[config.mk]
export PLATFORM = sky130hd
export DESIGN_NAME = msst_ctrl
export DESIGN_NICKNAME = d
export VERILOG_FILES = /design/src/rtl/mlp_softmax_sgd_trainer_defines.svh /design/src/rtl/msst_pkg.sv /design/src/rtl/msst_ctrl.sv
export SDC_FILE = /design/constraint.sdc
export NUM_CORES = 1
export LEC_CHECK = 0
export BUFFER_PORTS_ARGS = -buffer_cell sky130_fd_sc_hd__buf_2
export CAP_MARGIN = 20
export CORE_MARGIN = 2
export CORE_UTILIZATION = 35
export DETAILED_ROUTE_END_ITERATION = 7
export GPL_TIMING_DRIVEN = 0
export PLACE_DENSITY = 0.6
export SLEW_MARGIN = 20
export SYNTH_ARGS = -nofsm -noshare
export SYNTH_HDL_FRONTEND = slang
export SYNTH_SLANG_ARGS = --single-unit
export TNS_END_PERCENT = 30
[constraint.sdc]
create_clock -name clock -period 4.9 [get_ports clock]
set_input_delay 1.225 -clock clock [delete_from_list [all_inputs] [get_ports clock]]
set_output_delay 1.225 -clock clock [all_outputs]
set_load 0.005 [all_outputs]
[src/rtl/mlp_softmax_sgd_trainer_defines.svh]
// ----------------------------------------------------------------------------
// mlp softmax sgd trainer assertion macros
// shared concurrent assertion forms for the trainer
// ----------------------------------------------------------------------------
`ifndef MLP_SOFTMAX_SGD_TRAINER_DEFINES_SVH
`define MLP_SOFTMAX_SGD_TRAINER_DEFINES_SVH

// consequent must hold in the same cycle as the antecedent
`define MSST_ASSERT_SAME(label, clk, rst, ante, cons, msg) \
   label: assert property (@(posedge clk) disable iff (rst) (ante) |-> (cons)) \
      else $error(msg);

// consequent must hold in the cycle after the antecedent
`define MSST_ASSERT_NEXT(label, clk, rst, ante, cons, msg) \
   label: assert property (@(posedge clk) disable iff (rst) (ante) |=> (cons)) \
      else $error(msg);

`endif

[src/rtl/msst_pkg.sv]
// ----------------------------------------------------------------------------
// msst_pkg
// shared sizes, codes, command types and helpers of the perceptron trainer
// ----------------------------------------------------------------------------
`default_nettype none

package msst_pkg;

   localparam int INPUT_COUNT  = 12;
   localparam int HIDDEN_COUNT = 8;
   localparam int CLASS_COUNT  = 3;

   // flat weight store layout
   localparam int W1_BASE      = 0;
   localparam int B1_BASE      = HIDDEN_COUNT * INPUT_COUNT;
   localparam int W2_BASE      = B1_BASE + HIDDEN_COUNT;
   localparam int B2_BASE      = W2_BASE + CLASS_COUNT * HIDDEN_COUNT;
   localparam int WEIGHT_DEPTH = B2_BASE + CLASS_COUNT;
   localparam int ADDR_W       = $clog2(WEIGHT_DEPTH);

   localparam int WEIGHT_W = 16;
   localparam int LR_W     = 16;
   localparam int PROB_W   = 16;
   localparam int H_W      = 15;
   localparam int HACC_W   = 20;
   localparam int OACC_W   = 35;
   localparam int Z_W      = 24;
   localparam int T_W      = 26;
   localparam int E_W      = 17;
   localparam int SUM_W    = 18;
   localparam int NUM_W    = 34;
   localparam int Q_W      = 17;
   localparam int DZ_W     = 18;
   localparam int DACC_W   = 36;
   localparam int G_W      = 35;
   localparam int STEP_W   = 22;
   localparam int CLS_W    = 2;
   localparam int HID_W    = 3;
   localparam int INP_W    = 4;

   localparam logic [12:0] LOG2E_Q12 = 13'd5909;
   localparam logic [15:0] LR_RESET  = 16'd6554;

   typedef enum logic [1:0] {
      OP_INFER = 2'd0,
      OP_TRAIN = 2'd1,
      OP_WRITE = 2'd2,
      OP_NONE  = 2'd3
   } op_type;

   typedef enum logic [4:0] {
      A_NOP     = 5'd0,
      A_HB      = 5'd1,
      A_HW      = 5'd2,
      A_HSTORE  = 5'd3,
      A_ZB      = 5'd4,
      A_ZW      = 5'd5,
      A_ZSTORE  = 5'd6,
      A_EXP1    = 5'd7,
      A_EXP2    = 5'd8,
      A_DSTART  = 5'd9,
      A_PSTORE  = 5'd10,
      A_OUT     = 5'd11,
      A_MISC    = 5'd12,
      A_DZ      = 5'd13,
      A_DHCLR   = 5'd14,
      A_DHW     = 5'd15,
      A_DHSTORE = 5'd16,
      A_G       = 5'd17,
      A_B2W     = 5'd18,
      A_W2W     = 5'd19,
      A_S       = 5'd20,
      A_B1W     = 5'd21,
      A_W1W     = 5'd22
   } act_type;

   typedef struct packed {
      logic              load;
      act_type           act;
      logic [ADDR_W-1:0] addr;
      logic [CLS_W-1:0]  cls;
      logic [HID_W-1:0]  hid;
      logic [INP_W-1:0]  inp;
   } cmd_type;

   typedef struct packed {
      logic div_busy;
   } stat_type;

   // 2^-(k/16) in q1.16
   function automatic logic [E_W-1:0] exp2_entry(input logic [4:0] k);
      logic [E_W-1:0] v;
      case (k)
         5'd0:    v = 17'd65536;
         5'd1:    v = 17'd62757;
         5'd2:    v = 17'd60097;
         5'd3:    v = 17'd57549;
         5'd4:    v = 17'd55109;
         5'd5:    v = 17'd52773;
         5'd6:    v = 17'd50535;
         5'd7:    v = 17'd48393;
         5'd8:    v = 17'd46341;
         5'd9:    v = 17'd44376;
         5'd10:   v = 17'd42495;
         5'd11:   v = 17'd40693;
         5'd12:   v = 17'd38968;
         5'd13:   v = 17'd37316;
         5'd14:   v = 17'd35734;
         5'd15:   v = 17'd34219;
         5'd16:   v = 17'd32768;
         default: v = 17'd0;
      endcase
      return v;
   endfunction

   function automatic logic [WEIGHT_W-1:0] sat16(input logic signed [23:0] v);
      logic [WEIGHT_W-1:0] r;
      if (v > 24'sd32767) begin
         r = 16'h7fff;
      end else if (v < -24'sd32768) begin
         r = 16'h8000;
      end else begin
         r = v[15:0];
      end
      return r;
   endfunction

endpackage

`default_nettype wire

[src/rtl/msst_ctrl.sv]
// ----------------------------------------------------------------------------
// msst_ctrl
// sequencer: walks the forward pass, softmax and sgd update, one command a cycle
// ----------------------------------------------------------------------------
`default_nettype none

module msst_ctrl (
   input  wire logic               clock,
   input  wire logic               reset,
   input  wire logic               start,
   input  wire logic [1:0]         req_op,
   input  wire msst_pkg::stat_type stat,
   output logic                    busy,
   output msst_pkg::cmd_type       cmd
);

   localparam int AW = msst_pkg::ADDR_W;
   localparam int NI = msst_pkg::INPUT_COUNT;
   localparam int NH = msst_pkg::HIDDEN_COUNT;
   localparam int NC = msst_pkg::CLASS_COUNT;

   typedef enum logic [10:0] {
      ST_IDLE   = 11'b000_0000_0001,
      ST_MISC   = 11'b000_0000_0010,
      ST_HID    = 11'b000_0000_0100,
      ST_OUT    = 11'b000_0000_1000,
      ST_EXP    = 11'b000_0001_0000,
      ST_DIV    = 11'b000_0010_0000,
      ST_RESULT = 11'b000_0100_0000,
      ST_DZ     = 11'b000_1000_0000,
      ST_DH     = 11'b001_0000_0000,
      ST_UPD2   = 11'b010_0000_0000,
      ST_UPD1   = 11'b100_0000_0000
   } state_type;

   state_type state_ff, state_in, next_state;
   logic [3:0] step_ff, step_in, step_end;
   logic [2:0] row_ff, row_in, row_end;
   logic       train_ff, train_in;
   logic       advance;

   always_comb begin
      state_in   = state_ff;
      step_in    = step_ff;
      row_in     = row_ff;
      train_in   = train_ff;
      next_state = ST_IDLE;
      step_end   = '0;
      row_end    = '0;
      advance    = 1'b0;
      cmd        = '0;
      cmd.act    = msst_pkg::A_NOP;

      case (state_ff)
         ST_IDLE: begin
            if (start) begin
               cmd.load = 1'b1;
               train_in = (req_op == msst_pkg::OP_TRAIN);
               step_in  = '0;
               row_in   = '0;
               if (req_op inside {msst_pkg::OP_INFER, msst_pkg::OP_TRAIN}) begin
                  state_in = ST_HID;
               end else begin
                  state_in = ST_MISC;
               end
            end
         end
         ST_MISC: begin
            cmd.act  = msst_pkg::A_MISC;
            state_in = ST_IDLE;
         end
         ST_HID: begin
            // bias, one read per input, then clamp and store
            cmd.hid    = row_ff;
            step_end   = 4'(NI + 1);
            row_end    = 3'(NH - 1);
            next_state = ST_OUT;
            advance    = 1'b1;
            if (step_ff == 4'd0) begin
               cmd.act  = msst_pkg::A_HB;
               cmd.addr = AW'(msst_pkg::B1_BASE) + AW'(row_ff);
            end else if (step_ff <= 4'(NI)) begin
               cmd.act  = msst_pkg::A_HW;
               cmd.inp  = 4'(step_ff - 4'd1);
               cmd.addr = AW'(row_ff) * AW'(NI) + AW'(step_ff - 4'd1);
            end else begin
               cmd.act = msst_pkg::A_HSTORE;
            end
         end
         ST_OUT: begin
            cmd.cls    = 2'(row_ff);
            step_end   = 4'(NH + 1);
            row_end    = 3'(NC - 1);
            next_state = ST_EXP;
            advance    = 1'b1;
            if (step_ff == 4'd0) begin
               cmd.act  = msst_pkg::A_ZB;
               cmd.addr = AW'(msst_pkg::B2_BASE) + AW'(row_ff);
            end else if (step_ff <= 4'(NH)) begin
               cmd.act  = msst_pkg::A_ZW;
               cmd.hid  = 3'(step_ff - 4'd1);
               cmd.addr = AW'(msst_pkg::W2_BASE) + AW'(row_ff) * AW'(NH)
                          + AW'(step_ff - 4'd1);
            end else begin
               cmd.act = msst_pkg::A_ZSTORE;
            end
         end
         ST_EXP: begin
            cmd.cls    = 2'(row_ff);
            step_end   = 4'd1;
            row_end    = 3'(NC - 1);
            next_state = ST_DIV;
            advance    = 1'b1;
            cmd.act    = (step_ff == 4'd0) ? msst_pkg::A_EXP1 : msst_pkg::A_EXP2;
         end
         ST_DIV: begin
            cmd.cls    = 2'(row_ff);
            step_end   = 4'd2;
            row_end    = 3'(NC - 1);
            next_state = ST_RESULT;
            if (step_ff == 4'd0) begin
               cmd.act = msst_pkg::A_DSTART;
               advance = 1'b1;
            end else if (step_ff == 4'd1) begin
               advance = 1'b1;
            end else if (!stat.div_busy) begin
               cmd.act = msst_pkg::A_PSTORE;
               advance = 1'b1;
            end
         end
         ST_RESULT: begin
            cmd.act  = msst_pkg::A_OUT;
            state_in = train_ff ? ST_DZ : ST_IDLE;
         end
         ST_DZ: begin
            cmd.act  = msst_pkg::A_DZ;
            state_in = ST_DH;
         end
         ST_DH: begin
            // hidden gradient from the output weights before their update
            cmd.hid    = row_ff;
            step_end   = 4'(NC + 1);
            row_end    = 3'(NH - 1);
            next_state = ST_UPD2;
            advance    = 1'b1;
            if (step_ff == 4'd0) begin
               cmd.act = msst_pkg::A_DHCLR;
            end else if (step_ff <= 4'(NC)) begin
               cmd.act  = msst_pkg::A_DHW;
               cmd.cls  = 2'(step_ff - 4'd1);
               cmd.addr = AW'(msst_pkg::W2_BASE) + AW'(step_ff - 4'd1) * AW'(NH)
                          + AW'(row_ff);
            end else begin
               cmd.act = msst_pkg::A_DHSTORE;
            end
         end
         ST_UPD2: begin
            cmd.cls    = 2'(row_ff);
            step_end   = 4'(NH + 1);
            row_end    = 3'(NC - 1);
            next_state = ST_UPD1;
            advance    = 1'b1;
            if (step_ff == 4'd0) begin
               cmd.act = msst_pkg::A_G;
            end else if (step_ff == 4'd1) begin
               cmd.act  = msst_pkg::A_B2W;
               cmd.addr = AW'(msst_pkg::B2_BASE) + AW'(row_ff);
            end else begin
               cmd.act  = msst_pkg::A_W2W;
               cmd.hid  = 3'(step_ff - 4'd2);
               cmd.addr = AW'(msst_pkg::W2_BASE) + AW'(row_ff) * AW'(NH)
                          + AW'(step_ff - 4'd2);
            end
         end
         ST_UPD1: begin
            cmd.hid    = row_ff;
            step_end   = 4'(NI + 1);
            row_end    = 3'(NH - 1);
            next_state = ST_IDLE;
            advance    = 1'b1;
            if (step_ff == 4'd0) begin
               cmd.act = msst_pkg::A_S;
            end else if (step_ff == 4'd1) begin
               cmd.act  = msst_pkg::A_B1W;
               cmd.addr = AW'(msst_pkg::B1_BASE) + AW'(row_ff);
            end else begin
               cmd.act  = msst_pkg::A_W1W;
               cmd.inp  = 4'(step_ff - 4'd2);
               cmd.addr = AW'(row_ff) * AW'(NI) + AW'(step_ff - 4'd2);
            end
         end
         default: begin
            state_in = ST_IDLE;
         end
      endcase

      if (advance) begin
         if (step_ff == step_end) begin
            step_in = '0;
            if (row_ff == row_end) begin
               row_in   = '0;
               state_in = next_state;
            end else begin
               row_in = row_ff + 3'd1;
            end
         end else begin
            step_in = step_ff + 4'd1;
         end
      end
   end

   always_ff @(posedge clock) begin
      if (reset) begin
         state_ff <= ST_IDLE;
         step_ff  <= '0;
         row_ff   <= '0;
         train_ff <= 1'b0;
      end else begin
         state_ff <= state_in;
         step_ff  <= step_in;
         row_ff   <= row_in;
         train_ff <= train_in;
      end
   end

   assign busy = (state_ff != ST_IDLE);

endmodule

`default_nettype wire

==> metrics, run 1 <==
clock sink count=19; Worst Path Required=3.67 ns; minimum clock period=4.694 ns; drt wl/cell=18.65 um; xor and xnor area share after synthesis=0.07981; Cells after Synth=387; layout cell share with drive strength beyond 1=0.1866; Initial Util=0.3606; Pwr Total=0.4110 mW; Crit. End Element=output pin; Highest Clock Rate=213.0 MHz; Synth Area in Compound Gates=0.2745; vias in the first global route=2869; sequential fraction of the synthesis area=0.1284; post-synthesis cell type count=73; fraction of registers with async set/reset=0; Ys Warns=0; First DRT Iteration DRCs=312; Synth Area in Simple Gates=0.2901; post-synthesis net count=424; EDFF count, synth=0; Final Hold Viols=0; CTS max path bufs=2; CP Class=register to output pin; period utilization=0.9581; Total GRT Usage=0.2165; nets=456; first-pass GRT wire length=15330 um; Final GP Congestion=0.9303; largest net degree at the start of global routing=14; Final Setup Violations=0; CTS Root Cell=clkbuf_8; Seq cells post-synth=19; largest family of logic cells by synthesized area=simple AND/OR/NAND/NOR gates; Die Y=96.01 um; worst-path cell chain=buf_4 -> inv_1 -> ha_4 -> nor2b_1 -> nor2_2 -> inv_1 -> ha_1 -> inv_1 -> fa_1 -> inv_1 -> a21o_1 -> a21oi_1 -> xor2_1 -> a21oi_1 -> o21ai_1 -> o2111ai_1 -> buf_2; core area=8217 sq um; Die X=96.01 um; Worst-path clk slew=0.08 ns; Final Skew=0.002092 ns; Crit path largest cell delay=0.43 ns; TritonCTS clock tree=done; H-tree level count=1; Worst EP arrival=3.47 ns; relative slew slack=0.4550; HPWL after DPL=7655 um; FP Rows=33; IR drop worst, VDD=0.00008104 V; # diodes=0; initial antenna violation count=0; Post-route DRC=0; cell mode on critical path=inv_1; Hold Path Class=register to register; CP max stage cell=dfxtp_2; drt pass-1 iters=5; boundary pin count=30; Multi-input gate area=2441 sq um; max_cap viols=0; total gr overflow=0; Critical Path Start Type=register; dominant synthesized flop cell=dfxtp_1; Placed Instances=520; crit path max fanout=10; Num CTS Buffers=3; area delta synth->final=12.12%; status=complete, no violations; final non-filler cell total=523; Buffers on Ports=28; RSZ-0062 raised after global routing=yes; drt total wl=9755 um; register area=384.1 sq um; ANT nets after route=0; Power Density=123.7 nW/um^2; Fillers=856; clk_lat worst skew=0.27 ns; hold_buf cts=0; sum of negative setup slack=0 ns; average instance area after synthesis=7.656 sq um; Slew @ Worst Pin=0.8107 ns; area of the mapped netlist=2963 sq um; drt via density=5.904; Post-Synth Adder-Cell Area=0.1444; final slew viol count=0; Final Util=0.4043; P_leak=1.342 nW; multiplexer share of the synthesized area=0.02534; Die ar.=9217 sq um; vias=3088
power by group:
group	total, mW	internal (mW)	switching (mW)
Sequential	0.165	0.159	0.00581
Clock	0.120	0.0568	0.0628
Combinational	0.127	0.0427	0.0840
Yosys cell counts (5+ instances only):
master / count / area, sq um
nand2_1: 36 / 135.1
o21ai_0: 31 / 155.2
ha_1: 27 / 337.8
nor2b_1: 6 / 37.54
dfxtp_1: 19 / 380.4
nor4_1: 6 / 37.54
a21o_1: 7 / 52.55
nand3_1: 8 / 40.04
mux2i_1: 6 / 60.06
nor2_1: 33 / 123.9
o211ai_1: 5 / 37.54
xnor2_1: 19 / 166.4
a21oi_1: 23 / 115.1
nor3_1: 18 / 90.09
inv_1: 22 / 82.58
xor2_1: 8 / 70.07
o2111ai_1: 6 / 52.55
clkbuf_1: 12 / 45.04
state kept, by name (all words and copies together), names as in the netlist:
| name | flops |
|---|---|
| step_ff | 4 |
| train_ff | 1 |
| state_ff | 11 |
| row_ff | 3 |
metal layers:
layer	share of wire	routed length [um]	global-route usage	vias to the layer above
met4	0.015	147	0.04643	0
li1	-	-	-	1489
met2	0.44	4330	0.3368	136
met5	0	0	0	-
met1	0.47	4543	0.3086	1444
met3	0.075	733	0.04229	19
timing repair:
item / in CTS / in global routing
cloned: 0 / 0
pin swaps: 0 / 2
endpoints found under the setup margin: 3 / 3
setup buffers: 1 / 0
gates resized for setup: 6 / 10
through the flow:
step | instance area, sq um | hold WS, ns | worst slack, ns
CTS | 3293 | 0.4781 | 0.002506
finish | 3322 | 0.4726 | 0.2055
floorplan | 2963 | 0.4231 | 0.7057
detailed placement | 3234 | 0.4639 | -0.3520
global placement | 3234 | 0.4708 | -0.3033
global route | 3322 | 0.5334 | -0.05501
final timing paths:
kind / start / to / slack [ns] / cells past startpoint
max: step_ff[0]$_SDFFE_PP0P_ / cmd[15] / 0.21 / 17
min: train_ff$_SDFFE_PP0P_ / state_ff[7]$_SDFF_PP0_ / 0.47 / 2
max reg2reg: state_ff[2]$_SDFF_PP0_ / state_ff[9]$_SDFF_PP0_ / 2.28 / 8
min reg2reg: train_ff$_SDFFE_PP0P_ / state_ff[7]$_SDFF_PP0_ / 0.47 / 2
logic make-up (layout without fill, tap and decap cells):
family          Yosys count  count (layout)
buf+inv                  41              72
xor+xnor                 27              27
simple gates            148             148
fa+ha+maj                32              32
compound gates          113             113
mux                       7               7
flops                    19              19
layout make-up:
class / count / share of cell area
buffer: 17 / 0.02561
clock inverter: 1 / 0.001507
sequential: 19 / 0.1156
timing repair buffer: 29 / 0.04444
inverter: 22 / 0.02599
clock buffer: 3 / 0.01243
tap: 105 / 0.03955
multi-input combinational: 327 / 0.7348
cells in the final DEF, fill, tap and decap left out, types with 4 or more instances in the layout:
master and count:
nor3_1 18, a22oi_1 4, xnor2_1 18, dfxtp_1 16, clkbuf_1 9, nor4_4 4, o2111ai_1 6, mux2i_1 6
nand3_1 8, a21oi_1 23, a21o_1 7, nor2b_1 6, inv_1 21, o21ai_0 30, a31oi_1 4, and3_1 4
nor4_1 6, o211ai_1 5, xor2_1 8, buf_2 31, nor2_1 31, fa_1 4, ha_1 26, nand2_1 36
worst max-delay path, delay by kind of cell (launching register included):
family          cells  cell delay (ns)
fa+ha+maj           3             0.63
xor+xnor            1             0.22
compound gates      5             0.84
buf+inv             6             0.75
simple gates        2             0.32
flops               1             0.43
No activity file was read; power rests on OpenSTA's default activity.
==> run 2, diff against run 1 <==
- ABC_AREA: not set -> 0
- clock period: 4.9 -> 4.5 ns (I/O delays scaled with it)
==> run 2 against run 1 <==
Via count up 3.2%. Design area rose by 3.4%. Setup slack worse by 0.031 ns. Power is 8.3% higher. Clock power is 7% higher. Core utilization up 1.4 points. Global-route usage up 0.065 points. Final cell count grew 1.7%. Critical path type unchanged. Largest cell class unchanged.
==> metrics, run 2 (synthesized netlist as in run 1, its figures left out) <==
drt total wl=9937 um (+1.9%); largest registers=state_ff: 11 flops, step_ff: 4 flops, row_ff: 3 flops; most frequent cells in the layout=nand2_1 (35), buf_2 (32), nor2_1 (32); max_cap viols=0 (unchanged); nets=465 (+2.0%); CTS Root Cell=clkbuf_8; ANT nets after route=0 (unchanged); Final Setup Violations=0 (unchanged); Final Hold Viols=0 (unchanged); Slew @ Worst Pin=0.8071 ns (-0.003588 ns); layout cell share with drive strength beyond 1=0.2319 (+0.04525); # diodes=0 (unchanged); First DRT Iteration DRCs=374 (+20%); Die ar.=9217 sq um (unchanged); final hold slack=0.4699 ns (-0.002671 ns); period utilization=0.9612; Largest Register=state_ff; Power Density=129.6 nW/um^2 (+4.8%); hold_buf cts=0 (unchanged); Worst EP arrival=3.20 ns (-0.27 ns); vias=3186 (+3.2%); initial antenna violation count=0 (unchanged); total gr overflow=0 (unchanged); status=complete, no violations; max reg flops=11 (unchanged); CTS max path bufs=2 (unchanged); Total GRT Usage=0.2172 (+0.0006537); Buffers on Ports=28 (unchanged); core area=8217 sq um (unchanged); largest net degree at the start of global routing=17 (+3); Final WS setup=0.1746 ns (-0.03095 ns); R2R depth=7 (-1); TritonCTS clock tree=done; Highest Clock Rate=231.2 MHz; Post-route DRC=0 (unchanged); Num CTS Buffers=3 (unchanged); P_leak=1.410 nW (+5.1%); Worst-path clk slew=0.08 ns (about the same); relative slew slack=0.4574 (+0.002412); commonest non-fill, non-tap cell in the layout=nand2_1; minimum clock period=4.325 ns; clk_lat worst skew=0.27 ns (about the same); first-pass GRT wire length=15360 um (+0.18%); DP Worst Slack=-0.6520 ns (-0.3000 ns); CP Class=register to output pin; Fillers=856 (unchanged); vias in the first global route=2863 (-0.21%); Hold Path Class=register to register; Multi-input gate area=2462 sq um (+0.87%); RSZ-0062 raised after global routing=yes; crit path max fanout=7 (-3); Final Skew=0.005635 ns (+0.003543 ns); HPWL after DPL=7655 um (unchanged); Final GP Congestion=0.9303 (unchanged); register area=400.4 sq um (+4.2%); drt pass-1 iters=6 (+1); Initial Util=0.3606 (unchanged); area delta synth->final=15.88%; hold depth=2 (unchanged); drt via density=5.989 (+1.4%); Critical Path Start Type=register; H-tree level count=1 (unchanged); final slew viol count=0 (unchanged); Crit. End Element=output pin; FP Rows=33 (unchanged); drt wl/cell=18.68 um (+0.14%); boundary pin count=30 (unchanged); Die X=96.01 um (unchanged); IR drop worst, VDD=0.00008381 V (+3.4%); Worst Path Required=3.38 ns (-0.29 ns); Die Y=96.01 um (unchanged); clock sink count=19 (unchanged)
run 2: cell types whose count changed in the layout (fill, tap and decap cells not counted), sizes merged:
cell	previous run	this run
buf	35	45
clkbuf	14	13
clkinvlp	1	2
inv	21	20
run 2: path summary, 6_finish.rpt:
| kind | startpoint | endpoint | slack (ns) |
|---|---|---|---|
| hold reg to reg | train_ff$_SDFFE_PP0P_ | state_ff[7]$_SDFF_PP0_ | 0.47 |
| setup / recovery | step_ff[2]$_SDFFE_PP0P_ | cmd[16] | 0.17 |
| hold / removal | train_ff$_SDFFE_PP0P_ | state_ff[7]$_SDFF_PP0_ | 0.47 |
| setup reg to reg | state_ff[6]$_SDFF_PP0_ | state_ff[9]$_SDFF_PP0_ | 1.86 |
run 2: what timing repair did:
action | in CTS | in global routing
cloned | 0 | 0
resized for setup | 19 | 20
buffers inserted | 2 | 8
pin swaps | 1 | 6
endpoints found under the setup margin | 6 | 3
run 2: where the power goes:
group	switching [mW]	leakage [nW]	internal, mW	total (mW)
Combinational	0.0933	1.23	0.0471	0.140
Sequential	0.00628	0.158	0.170	0.176
Clock	0.0666	0.0255	0.0619	0.128
run 2: cell type report:
type                            count  share of cell area
Clock inverter                      1            0.001458
Clock buffer                        3             0.01203
Multi-Input combinational cell    327              0.7172
Inverter                           22             0.02624
Buffer                             17             0.02551
Tap cell                          105             0.03827
Sequential cell                    19              0.1166
Timing Repair Buffer               38             0.06268
run 2: routing by layer:
metal,vias up,part of all wire,track usage
li1,1519,-,-
met1,1497,0.46,0.3096
met2,142,0.45,0.3385
met3,28,0.072,0.04072
met4,0,0.020,0.04762
met5,-,0,0
run 2: per-stage QoR:
step	cells	total power, mW	area [sq um]	utilization	TNS, ns
4_1_cts	525	0.4458	3346	0.4072	0
2_1_floorplan	387	0.2818	2963	-	0
5_1_grt	532	0.4702	3433	0.4178	-0.07810
3_5_place_dp	520	0.3183	3234	0.3936	-1.552
6_report	532	0.4451	3433	0.4178	0
3_3_place_gp	520	0.3175	3234	0.3936	-1.449
run 2: worst max-delay path: stages, from the launching register on:
cell and delay (ns):
dfxtp_4 0.40, clkinvlp_4 0.13, ha_1 0.21, a21boi_2 0.23
xnor2_2 0.16, inv_1 0.11, ha_1 0.22, fa_1 0.40
a21o_1 0.20, a21oi_1 0.17, xnor2_1 0.18, a21oi_1 0.12
o21ai_1 0.14, nand4_1 0.12, buf_2 0.15
